==> config.mk <==
export PLATFORM = sky130hd
export DESIGN_NAME = bwt_cell
export DESIGN_NICKNAME = d
export VERILOG_FILES = /design/src/rtl/breakpoint_watchpoint_table_top_assert.svh /design/src/rtl/bwt_pkg.sv /design/src/rtl/bwt_cell.sv
export SDC_FILE = /design/constraint.sdc
export NUM_CORES = 1
export LEC_CHECK = 0
export BUFFER_PORTS_ARGS = -buffer_cell sky130_fd_sc_hd__buf_2
export CAP_MARGIN = 10
export CORE_MARGIN = 5
export CORE_UTILIZATION = 40
export DETAILED_ROUTE_END_ITERATION = 6
export GPL_ROUTABILITY_DRIVEN = 0
export PLACE_DENSITY = 0.63
export SETUP_SLACK_MARGIN = 0.2
export SLEW_MARGIN = 20
export SYNTH_ARGS = -nofsm -noshare
export SYNTH_HDL_FRONTEND = slang
export SYNTH_SLANG_ARGS = --single-unit
==> constraint.sdc <==
create_clock -name clk -period 18.4 [get_ports clk]
set_clock_uncertainty 0.15 [all_clocks]
set_input_delay 5.52 -clock clk [delete_from_list [all_inputs] [get_ports clk]]
set_output_delay 5.52 -clock clk [all_outputs]
set_load 0.01 [all_outputs]
==> src/rtl/breakpoint_watchpoint_table_top_assert.svh <==
// ----------------------------------------------------------------------------
// Breakpoint/watchpoint table assertion macros
// Concurrent checks clocked on clk and disabled while rst_n is low.
// ----------------------------------------------------------------------------
`ifndef BREAKPOINT_WATCHPOINT_TABLE_TOP_ASSERT_SVH
`define BREAKPOINT_WATCHPOINT_TABLE_TOP_ASSERT_SVH

`ifndef NO_ASSERTIONS
// same-cycle implication
`define BWT_ASSERT_NOW(lbl, pre, post) \
  lbl: assert property (@(posedge clk) disable iff (!rst_n) (pre) |-> (post)) \
    else $error("bwt assertion failed");
// next-cycle implication
`define BWT_ASSERT_NEXT(lbl, pre, post) \
  lbl: assert property (@(posedge clk) disable iff (!rst_n) (pre) |=> (post)) \
    else $error("bwt assertion failed");
`else
`define BWT_ASSERT_NOW(lbl, pre, post)
`define BWT_ASSERT_NEXT(lbl, pre, post)
`endif

`endif

==> src/rtl/bwt_pkg.sv <==
// ----------------------------------------------------------------------------
// bwt_pkg
// Codes, fixed field widths and shared types of the breakpoint/watchpoint table.
// ----------------------------------------------------------------------------
package bwt_pkg;

  localparam int OPCODE_W = 3;
  localparam int KIND_W   = 3;
  localparam int LEN_W    = 16;
  localparam int HITS_W   = 16;
  localparam int STATUS_W = 3;
  localparam int IDXO_W   = 4;
  localparam int BASEO_W  = 32;
  localparam int INADDR_W = 32;
  localparam int MASK_W   = 4;
  localparam int ILEN_W   = 5;
  localparam int LIMIT_W  = 5;
  localparam int CFGD_W   = 5;
  localparam int CFGI_W   = 2;

  localparam logic [OPCODE_W-1:0] OP_SET    = 3'd0;
  localparam logic [OPCODE_W-1:0] OP_DELETE = 3'd1;
  localparam logic [OPCODE_W-1:0] OP_CLEAR  = 3'd2;
  localparam logic [OPCODE_W-1:0] OP_LOOKUP = 3'd3;
  localparam logic [OPCODE_W-1:0] OP_WATCH  = 3'd4;

  localparam logic [STATUS_W-1:0] ST_OK        = 3'd0;
  localparam logic [STATUS_W-1:0] ST_NOT_FOUND = 3'd1;
  localparam logic [STATUS_W-1:0] ST_FULL      = 3'd2;
  localparam logic [STATUS_W-1:0] ST_MISALIGN  = 3'd3;
  localparam logic [STATUS_W-1:0] ST_NO_WATCH  = 3'd4;
  localparam logic [STATUS_W-1:0] ST_OVERLAP   = 3'd5;

  localparam logic [KIND_W-1:0] KIND_INSTR    = 3'd0;
  localparam logic [KIND_W-1:0] KIND_ACCESS   = 3'd1;
  localparam logic [KIND_W-1:0] KIND_PHYSICAL = 3'd4;

  localparam logic [CFGI_W-1:0] REG_EXACT  = 2'd0;
  localparam logic [CFGI_W-1:0] REG_ALIGN  = 2'd1;
  localparam logic [CFGI_W-1:0] REG_ILEN   = 2'd2;
  localparam logic [CFGI_W-1:0] REG_WLIMIT = 2'd3;

  // broadcast to every cell
  typedef struct packed {
    logic clear_all;
    logic free_en;
    logic write_en;
    logic exact;
  } cmd_t;

  // fixed-width part of a match handed along the chain
  typedef struct packed {
    logic              found;
    logic [KIND_W-1:0] kind;
    logic [HITS_W-1:0] hits;
    logic              temp;
  } hit_t;

  function automatic logic is_watch(input logic [KIND_W-1:0] kind);
    return (kind >= KIND_ACCESS) && (kind <= KIND_PHYSICAL);
  endfunction

endpackage

==> src/rtl/bwt_cell.sv <==
// ----------------------------------------------------------------------------
// bwt_cell
// One table entry with its comparators; passes first-match results onward.
// ----------------------------------------------------------------------------
module bwt_cell #(
  parameter int AW  = 32,
  parameter int IW  = 4,
  parameter int IDX = 0
) (
  input  logic                        clk,
  input  logic                        rst_n,
  input  bwt_pkg::cmd_t               cmd,
  input  logic [AW-1:0]               req_addr,
  input  logic [bwt_pkg::LEN_W-1:0]   req_len,
  input  logic [bwt_pkg::KIND_W-1:0]  req_kind,
  input  logic [bwt_pkg::HITS_W-1:0]  req_hits,
  input  logic                        req_temp,
  input  bwt_pkg::hit_t               gen_in,
  input  logic [IW-1:0]               gen_idx_in,
  input  logic [AW-1:0]               gen_base_in,
  output bwt_pkg::hit_t               gen_out,
  output logic [IW-1:0]               gen_idx_out,
  output logic [AW-1:0]               gen_base_out,
  input  bwt_pkg::hit_t               wat_in,
  input  logic [IW-1:0]               wat_idx_in,
  input  logic [AW-1:0]               wat_base_in,
  output bwt_pkg::hit_t               wat_out,
  output logic [IW-1:0]               wat_idx_out,
  output logic [AW-1:0]               wat_base_out,
  input  logic                        free_in,
  input  logic [IW-1:0]               free_idx_in,
  output logic                        free_out,
  output logic [IW-1:0]               free_idx_out,
  input  logic                        ovl_in,
  output logic                        ovl_out,
  output logic                        valid_o
);

  logic                       valid_r;
  logic                       temp_r;
  logic [AW-1:0]              addr_r;
  logic [bwt_pkg::LEN_W-1:0]  len_r;
  logic [bwt_pkg::KIND_W-1:0] kind_r;
  logic [bwt_pkg::HITS_W-1:0] hits_r;

  logic          covers;
  logic          gen_match;
  logic          wat_match;
  logic          gen_sel;
  logic          wat_sel;
  logic          free_sel;
  logic          ovl_here;
  bwt_pkg::hit_t mine;
  logic [IW-1:0] my_idx;

  assign my_idx = IW'(IDX);
  assign mine   = '{found: 1'b1, kind: kind_r, hits: hits_r, temp: temp_r};

  assign covers    = (req_addr >= addr_r) && ((req_addr - addr_r) < AW'(len_r));
  assign gen_match = valid_r && (cmd.exact ? (addr_r == req_addr) : covers);
  assign wat_match = valid_r && bwt_pkg::is_watch(kind_r) && covers;
  assign gen_sel   = gen_match && !gen_in.found;
  assign wat_sel   = wat_match && !wat_in.found;
  assign free_sel  = !valid_r && !free_in;

  // ranges overlap only when both are non-empty
  always_comb begin
    ovl_here = 1'b0;
    if (valid_r && (req_len != '0) && (len_r != '0)) begin
      if (req_addr <= addr_r) begin
        ovl_here = (addr_r - req_addr) < AW'(req_len);
      end else begin
        ovl_here = (req_addr - addr_r) < AW'(len_r);
      end
    end
  end

  // lowest index wins: pass the earlier winner, else take this entry
  assign gen_out      = gen_sel ? mine : gen_in;
  assign gen_idx_out  = gen_sel ? my_idx : gen_idx_in;
  assign gen_base_out = gen_sel ? addr_r : gen_base_in;
  assign wat_out      = wat_sel ? mine : wat_in;
  assign wat_idx_out  = wat_sel ? my_idx : wat_idx_in;
  assign wat_base_out = wat_sel ? addr_r : wat_base_in;
  assign free_out     = free_in || !valid_r;
  assign free_idx_out = free_sel ? my_idx : free_idx_in;
  assign ovl_out      = ovl_in || ovl_here;
  assign valid_o      = valid_r;

  always_ff @(posedge clk) begin
    if (!rst_n) begin
      valid_r <= 1'b0;
      temp_r  <= 1'b0;
    end else if (cmd.clear_all || (cmd.free_en && gen_sel)) begin
      valid_r <= 1'b0;
      temp_r  <= 1'b0;
    end else if (cmd.write_en && free_sel) begin
      valid_r <= 1'b1;
      temp_r  <= req_temp;
    end
  end

  always_ff @(posedge clk) begin
    if (cmd.write_en && free_sel) begin
      addr_r <= req_addr;
      len_r  <= req_len;
      kind_r <= req_kind;
      hits_r <= req_hits;
    end
  end

endmodule

==> Word-level counts from Yosys, hierarchy flattened <==
Cells that the tools add are included.
{ "word_totals": {"reg_bits": 69, "inputBits": 194, "elab_cells": 48} }
{ "classes": {"n_addsub": 2, "n_lt_le_gt_ge": 6, "n_eq_ne": 1, "n_mux": 10, "n_bitwise": 1, "reduce_logical": 22} }
{ "op_table": {"columns": ["cell", "count"], "rows": [
  ["less-than comparator 32 x 16 -> 1 bit", 2],
  ["2-to-1 mux 32 bit", 2],
  ["subtractor 32 bit", 2],
  ["2-to-1 mux 21 bit", 2],
  ["== test 32 bit", 1],
  [">= comparator 32 bit", 1],
  ["less-or-equal comparator 32 bit", 1],
  ["nonzero test 16 bit", 2],
  ["logical AND 1 bit", 12],
  ["2-to-1 mux 4 bit", 3],
  ["logical NOT 1 bit", 4],
  [">= comparator 3 x 1 -> 1 bit, second input constant", 1],
  ["less-or-equal comparator 3 bit, second input constant", 1],
  ["logical OR 1 bit", 3],
  ["2-to-1 mux 1 bit", 3],
  ["OR reduction 2 bit", 1],
  ["inverter 1 bit", 1]
]} }

==> Longest topological paths before layout <==
Gate-level depths: netlist (run 1).
{ "logic_depth": {"depth_word": 9, "depth_mapped": 23, "depth_no_buf": 21} }

==> Worst setup path before layout (run 1) <==
OpenSTA, ideal clock, no wires.
{ "synth_path": {"path_type": "input to output", "start": "in req_addr[4]", "end": "out wat_base_out[0]", "t_arrival_ns": 9.819, "required_time_ns": 12.730, "path_slack_ns": 2.911, "stages": 21, "path_buffers": 3, "path_cell_list": "inv_1 ha_1 buf_6 a21oi_2 nor2_1 o311ai_4 nand2_1 a31oi_1 o21ai_0 xor2_1 ha_1 a221o_1 a2111o_1 a2111o_1 nor4_1 o211a_2 nand3_1 nor3_2 buf_6 buf_6 mux2_1"} }
{ "synth_via": {"elab_chain_cells": 6, "elab_cells_between_ends": 7} }
{ "synth_rtl": {"columns": ["element", "line_no", "text"], "rows": [
  ["from (decl)", "bwt_cell.sv:13", "input logic [AW-1:0] req_addr,"],
  ["subtractor 32 bit", "bwt_cell.sv:59", "assign covers = (req_addr >= addr_r) && ((req_addr - addr_r) < AW'(len_r));"],
  ["less-than comparator 32 x 16 -> 1 bit", "bwt_cell.sv:59", null],
  ["logical AND 1 bit *", "bwt_cell.sv:59", null],
  ["logical AND 1 bit *", "bwt_cell.sv:61", "assign wat_match = valid_r && bwt_pkg::is_watch(kind_r) && covers;"],
  ["logical AND 1 bit *", "bwt_cell.sv:63", "assign wat_sel = wat_match && !wat_in.found;"],
  ["2-to-1 mux 32 bit *", "bwt_cell.sv:84", "assign wat_base_out = wat_sel ? addr_r : wat_base_in;"],
  ["to (decl)", "bwt_cell.sv:29", "output logic [AW-1:0] wat_base_out,"]
]} }
Every way passes the cells marked *; elsewhere a longest branch is shown, timed or not.

==> Worst setup path after layout (run 1) <==
{ "layout_path": {"start": "in req_addr[9]", "end": "out wat_base_out[28]"} }
Same word-level chain as after synthesis.

==> impl_metrics.json, run 1 <==
{
  "outcome": "finished clean",
  "synth_edf_count": 67,
  "grt_pass1_wl_um": 43800,
  "root_buffer": "clkbuf_16",
  "ys_seq_elements": 69,
  "synth_simple_gate_area_frac": 0.138,
  "syn_to_final_growth_pct": 24.3,
  "synthMuxAreaShare": 0.147,
  "grt_max_degree": 70,
  "clock_path_buffers": 2,
  "cts_resized": 0,
  "met3_wirelength_um": 2030,
  "rows": 52,
  "regArea_sq_um": 2050,
  "die-area_sq_um": 23600,
  "reg2reg_depth": 18,
  "n_antenna_cell": 0,
  "clkLatencyLatePin_ns": 0.35,
  "p_leak_uw": 0.00480,
  "clock_tree.htree_level_count": 3,
  "cts.clk_slew.worst_paths_ns": 0.06,
  "cts_tree": "built",
  "switching_share": 0.349,
  "hp-start": "temp_r",
  "tightest_slew_ns": 0.951,
  "coreArea_sq_um": 20300,
  "crit_fanout": 24,
  "numCtsBuffers": 9,
  "critPathRequiredTime_ns": 12.73,
  "syn_area_per_cell_sq_um": 8.83,
  "yosysSeqAreaShare": 0.248,
  "viasPerCell": 5.50,
  "hold_depth": 2,
  "synthXorXnorAreaFrac": 0.0445,
  "post-route-drc-count": 0,
  "rsz0062_at_grt": "no",
  "yosysWarnings": 0,
  "multiInputGateArea_sq_um": 5540,
  "clock.fmax_ghz": 0.0586,
  "io_pins": 315,
  "synth-compound-area-share": 0.194,
  "final_cell_mix": "314 x buf_2, 109 x inv_1, 93 x ha_1",
  "maxUsedRoutingLayer": "met5",
  "finalSetupViolations": 0,
  "ys_async_sr_fraction": 0,
  "synthAdderAreaFrac": 0.146,
  "power_frac_clock": 0.326,
  "dp_hpwl_um": 23100,
  "slew_viol_final": 0,
  "layout_commonest_cell": "buf_2",
  "finalInstanceArea_sq_um": 10300,
  "rr_startpoint": "addr_r[10]",
  "gr-total-overflow": 0,
  "wl_met2_um": 13300,
  "post_dp_cell_area_sq_um": 9950,
  "period_share": 0.927,
  "portBuffers": 314,
  "drt_pass1_iterations": 5,
  "sequentialPowerShare": 0.311,
  "synth_area_leaders": "edfxtp_1 24%, ha_1 14%, mux2_2 7.6%, mux2_1 6.8%, a21oi_1 5.4%",
  "yosys.cell_types.count": 69,
  "postCtsSetupBuffers": 0,
  "synth_top_family_by_area": "compound AO/OA/AOI/OAI gates",
  "fillCellCount": 1986,
  "dieHeight_um": 154,
  "min_to": "temp_r",
  "r2r_slack_ns": 12.53,
  "final_net_count": 1509,
  "first_global_vias": 8178,
  "cts_hold_buf": 0,
  "critical_path_class": "input pin to primary output",
  "antenna_found_initial": 2,
  "grt.total_usage": 0.228,
  "vdd_drop_max_v": 0.0000474,
  "combinationalPowerShare": 0.363,
  "drt_iter0_drc": 678,
  "p_per_area_nw_per_um2": 58.5,
  "vias": 8216,
  "fin_setup_tns_ns": 0,
  "die_w_um": 154,
  "initial_core_util": 0.407,
  "ys_dominant_reg_cell": "edfxtp_1",
  "cts_sinks": 69,
  "final_core_util": 0.506,
  "period_needed_ns": 17.06,
  "max_slew_margin": 0.366,
  "maxCapViolCount": 0,
  "wirelength_um": 28000,
  "critical_path_arrival_ns": 11.39,
  "ant_nets": 0,
  "cp-start-kind": "input pin",
  "drive_above_1_share": 0.333,
  "hold_path.class": "flip-flop to flip-flop",
  "syn_nets": 1224,
  "timing.rr.end": "temp_r",
  "p_sw_uw": 210,
  "yosysTopAreaCellShare": 0.244,
  "syn_inst": 935,
  "met1_length_um": 12000,
  "route.detailed.wl_per_inst_um": 18.8,
  "synth_area_sq_um": 8260,
  "critPathCaptureType": "primary output",
  "intPower_uw": 391,
  "synth_top_area_cell": "edfxtp_1",
  "final-hold-violation-count": 0
}
-- per-layer routing --
metal,vias up,track usage
met5,-,0
met4,4,0.0648
met3,52,0.0469
met2,384,0.384
met1,3804,0.297
li1,3972,-
-- critical path, cell delays in order --
cell and delay [ns]:
buf_2 0.11, inv_1 0.04, ha_1 0.44, and4_1 0.32, a221oi_1 0.28, o21a_1 0.33
nand2_1 0.16, a31oi_1 0.27, o21ai_0 0.14, xor2_1 0.17, ha_1 0.32, a221o_1 0.30
a2111o_1 0.28, a2111o_1 0.35, nor4_1 0.31, o211a_2 0.25, nand3_1 0.23, nor3_4 0.59
buf_4 0.42, mux2_1 0.36, buf_2 0.14
-- per-stage QoR --
stage	setup WS (ns)	hold WS (ns)	cells	total power [uW]
after global placement	1.64	0.416	1479	402
after CTS	1.37	0.444	1495	601
after floorplan	2.91	0.355	935	329
after global routing	0.919	0.509	1495	635
final	1.34	0.451	1495	601
after detailed placement	1.35	0.408	1479	405
-- flip-flops by register name (all words and copies together), names as in the netlist --
signal / flops
addr_r: 32
hits_r: 16
kind_r: 3
len_r: 16
temp_r: 1
valid_o: 1
-- worst max path at each step --
stage                startpoint                to  cells after the start
finish              req_addr[9]  wat_base_out[28]                     21
global route        req_addr[9]        wat_out[1]                     22
CTS                 req_addr[9]  wat_base_out[28]                     21
detailed placement  req_addr[9]  wat_base_out[28]                     21
global placement    req_addr[9]  wat_base_out[31]                     21
floorplan           req_addr[4]   wat_base_out[0]                     21
-- cell type report --
cell class	instances	area share
Clock inverter	7	0.00938
Multi-Input combinational cell	713	0.539
Inverter	110	0.0402
Sequential cell	69	0.200
Tap cell	270	0.0329
Timing Repair Buffer	317	0.156
Clock buffer	9	0.0219
-- synth_stat cells, drive strengths merged (3+ instances only) --
cell / number
inv: 110
mux2: 106
a21oi: 94
ha: 93
edfxtp: 67
o21ai: 53
nand2: 49
nor2: 45
buf: 34
xnor2: 28
nand3: 24
nand4: 20
nor4: 19
a21o: 18
nor3: 16
o21a: 15
nor2b: 14
xor2: 14
a211oi: 12
o21bai: 11
clkbuf: 9
and3: 7
a221o: 5
and2: 5
and4: 5
or3: 5
a221oi: 4
a31oi: 4
o31ai: 4
a21boi: 3
nand2b: 3
o211ai: 3
o221ai: 3
-- cells by family after synthesis --
logic type / Yosys count
adder cells (fa/ha/maj): 95
AO/OA/AOI/OAI: 249
multiplexers: 108
XOR/XNOR: 42
buffers and inverters: 153
flip-flops: 69
AND/OR/NAND/NOR: 219
-- power by group through the flow --
stage,Clock (uW),Sequential [uW],Combinational [uW]
6_report,196,187,218
5_1_grt,206,188,241
4_1_cts,198,187,215
3_5_place_dp,0,191,214
3_3_place_gp,0,190,212
2_1_floorplan,0,188,141
No activity file was read; power rests on OpenSTA's default activity.
==> run 2: changes to the inputs <==
- CORE_UTILIZATION: 40 -> 30
- PLACE_DENSITY: 0.63 -> 0.49
==> run 2 against run 1 <==
Maximum frequency is 0.61% higher. Count of clock-buffer cells in the layout is 1 higher. Routed wire length rose by 6.5%. Clock power decreased by 7%. Power shrank 1.9%. Sequential share of layout area shrank 0.13 points. First-iteration DRC count is 42% lower. Flip-flop and latch count unchanged. Critical path type unchanged. Highest routed layer is now met4.
==> impl_metrics.json, run 2 (synthesis gave the netlist of run 1 again) <==
{
  "outcome": "finished clean",
  "hp-start": "temp_r",
  "coreArea_sq_um": 27000,
  "rows": 60,
  "crit_fanout": 56,
  "final_cell_mix": "314 x buf_2, 109 x inv_1, 93 x ha_1",
  "maxCapViolCount": 0,
  "critPathLaunch": "req_addr[9]",
  "finalSetupViolations": 0,
  "max_slew_margin": 0.360,
  "top_register": "addr_r",
  "clock.fmax_ghz": 0.0590,
  "fin_setup_tns_ns": 0,
  "route.detailed.wl_per_inst_um": 19.1,
  "die_w_um": 176,
  "wirelength_um": 29900,
  "drt_iter0_drc": 394,
  "critPathCaptureType": "primary output",
  "final_core_util": 0.382,
  "drt_pass1_iterations": 5,
  "clkLatencyLatePin_ns": 0.35,
  "root_buffer": "clkbuf_16",
  "post_dp_cell_area_sq_um": 10000,
  "n_antenna_cell": 0,
  "rsz0062_at_grt": "no",
  "layout_commonest_cell": "buf_2",
  "final-hold-violation-count": 0,
  "die-area_sq_um": 30900,
  "slew_viol_final": 0,
  "cp-start-kind": "input pin",
  "largest_reg_flops": 32,
  "cts.clk_slew.worst_paths_ns": 0.06,
  "postCtsSetupBuffers": 0,
  "p_leak_uw": 0.00479,
  "final_net_count": 1510,
  "cts_tree": "built",
  "antenna_found_initial": 0,
  "vias": 8066,
  "critPathRequiredTime_ns": 12.73,
  "post-route-drc-count": 0,
  "syn_to_final_growth_pct": 25.2,
  "viasPerCell": 5.15,
  "tightest_slew_ns": 0.959,
  "rr_startpoint": "addr_r[9]",
  "ant_nets": 0,
  "vdd_drop_max_v": 0.0000284,
  "clock_path_buffers": 2,
  "grt_max_degree": 70,
  "numCtsBuffers": 9,
  "dieHeight_um": 176,
  "initial_core_util": 0.306,
  "dp_hpwl_um": 24500,
  "cts_sinks": 69,
  "first_global_vias": 8200,
  "io_pins": 315,
  "portBuffers": 314,
  "cts_hold_buf": 0,
  "critical_path_arrival_ns": 11.29,
  "gr-total-overflow": 0,
  "grt_pass1_wl_um": 45600,
  "critical_path_class": "input pin to primary output",
  "drive_above_1_share": 0.334,
  "biggestRegsByFlops": "addr_r: 32 flops, hits_r: 16 flops, len_r: 16 flops",
  "p_per_area_nw_per_um2": 57.1,
  "period_needed_ns": 16.96,
  "clock_tree.htree_level_count": 3,
  "finalInstanceArea_sq_um": 10300,
  "hold_path.class": "flip-flop to flip-flop",
  "period_share": 0.922,
  "cts_resized": 0,
  "grt.total_usage": 0.186
}
[run 2: cell count changes in the layout (fill, tap and decap cells not counted), sizes merged]
cell,previous run,this run
clkinv,1,3
inv,112,110
buf,317,318
bufinv,2,1
clkbuf,9,10
[run 2: final cells by class]
cell class | count | area, sq um
clock buffer | 10 | 229
clock inverter | 6 | 63.8
sequential | 69 | 2050
fill | 2837 | 16700
multi-input combinational | 713 | 5540
tap | 341 | 427
timing repair buffer | 318 | 1610
inverter | 110 | 413
[run 2: worst paths after layout]
path | endpoint | depth (start not counted) | slack (ns)
max | wat_base_out[29] | 21 | 1.44
min | temp_r | 2 | 0.39
max reg2reg | valid_o | 18 | 12.47
min reg2reg | temp_r | 2 | 0.39
[run 2: per-stage QoR]
| step | setup slack [ns] | hold slack [ns] | instances | total power [uW] |
|---|---|---|---|---|
| 6_report | 1.44 | 0.394 | 1567 | 590 |
| 4_1_cts | 1.48 | 0.401 | 1567 | 593 |
| 2_1_floorplan | 2.91 | 0.355 | 935 | 329 |
| 3_3_place_gp | 1.70 | 0.399 | 1551 | 407 |
| 5_1_grt | 1.15 | 0.465 | 1567 | 626 |
| 3_5_place_dp | 1.49 | 0.392 | 1551 | 409 |
[run 2: critical path, cell delays in order]
cell and delay (ns):
buf_2 0.11, inv_1 0.05, ha_1 0.44, and4_1 0.31, a221oi_1 0.24, o21a_1 0.32, nand2_1 0.17, a31oi_1 0.29
o21ai_0 0.14, xor2_1 0.23, ha_1 0.29, a221o_1 0.29, a2111o_1 0.28, a2111o_1 0.35, nor4_1 0.33, o211a_2 0.25
nand3_1 0.22, nor3_4 0.21, buf_4 0.61, mux2_1 0.39, buf_2 0.14
[run 2: where the power goes]
part / leakage (uW) / internal (uW) / total [uW] / switching [uW]
Combinational: 0.00401 / 91.4 / 220 / 129
Clock: 0.000138 / 105 / 183 / 77.5
Sequential: 0.000643 / 181 / 187 / 6.14
[run 2: routing by layer]
metal	GRT usage	wire length, um
met5	0	0
met4	0.0413	419
met3	0.0359	2130
met2	0.311	14000
met1	0.250	13300
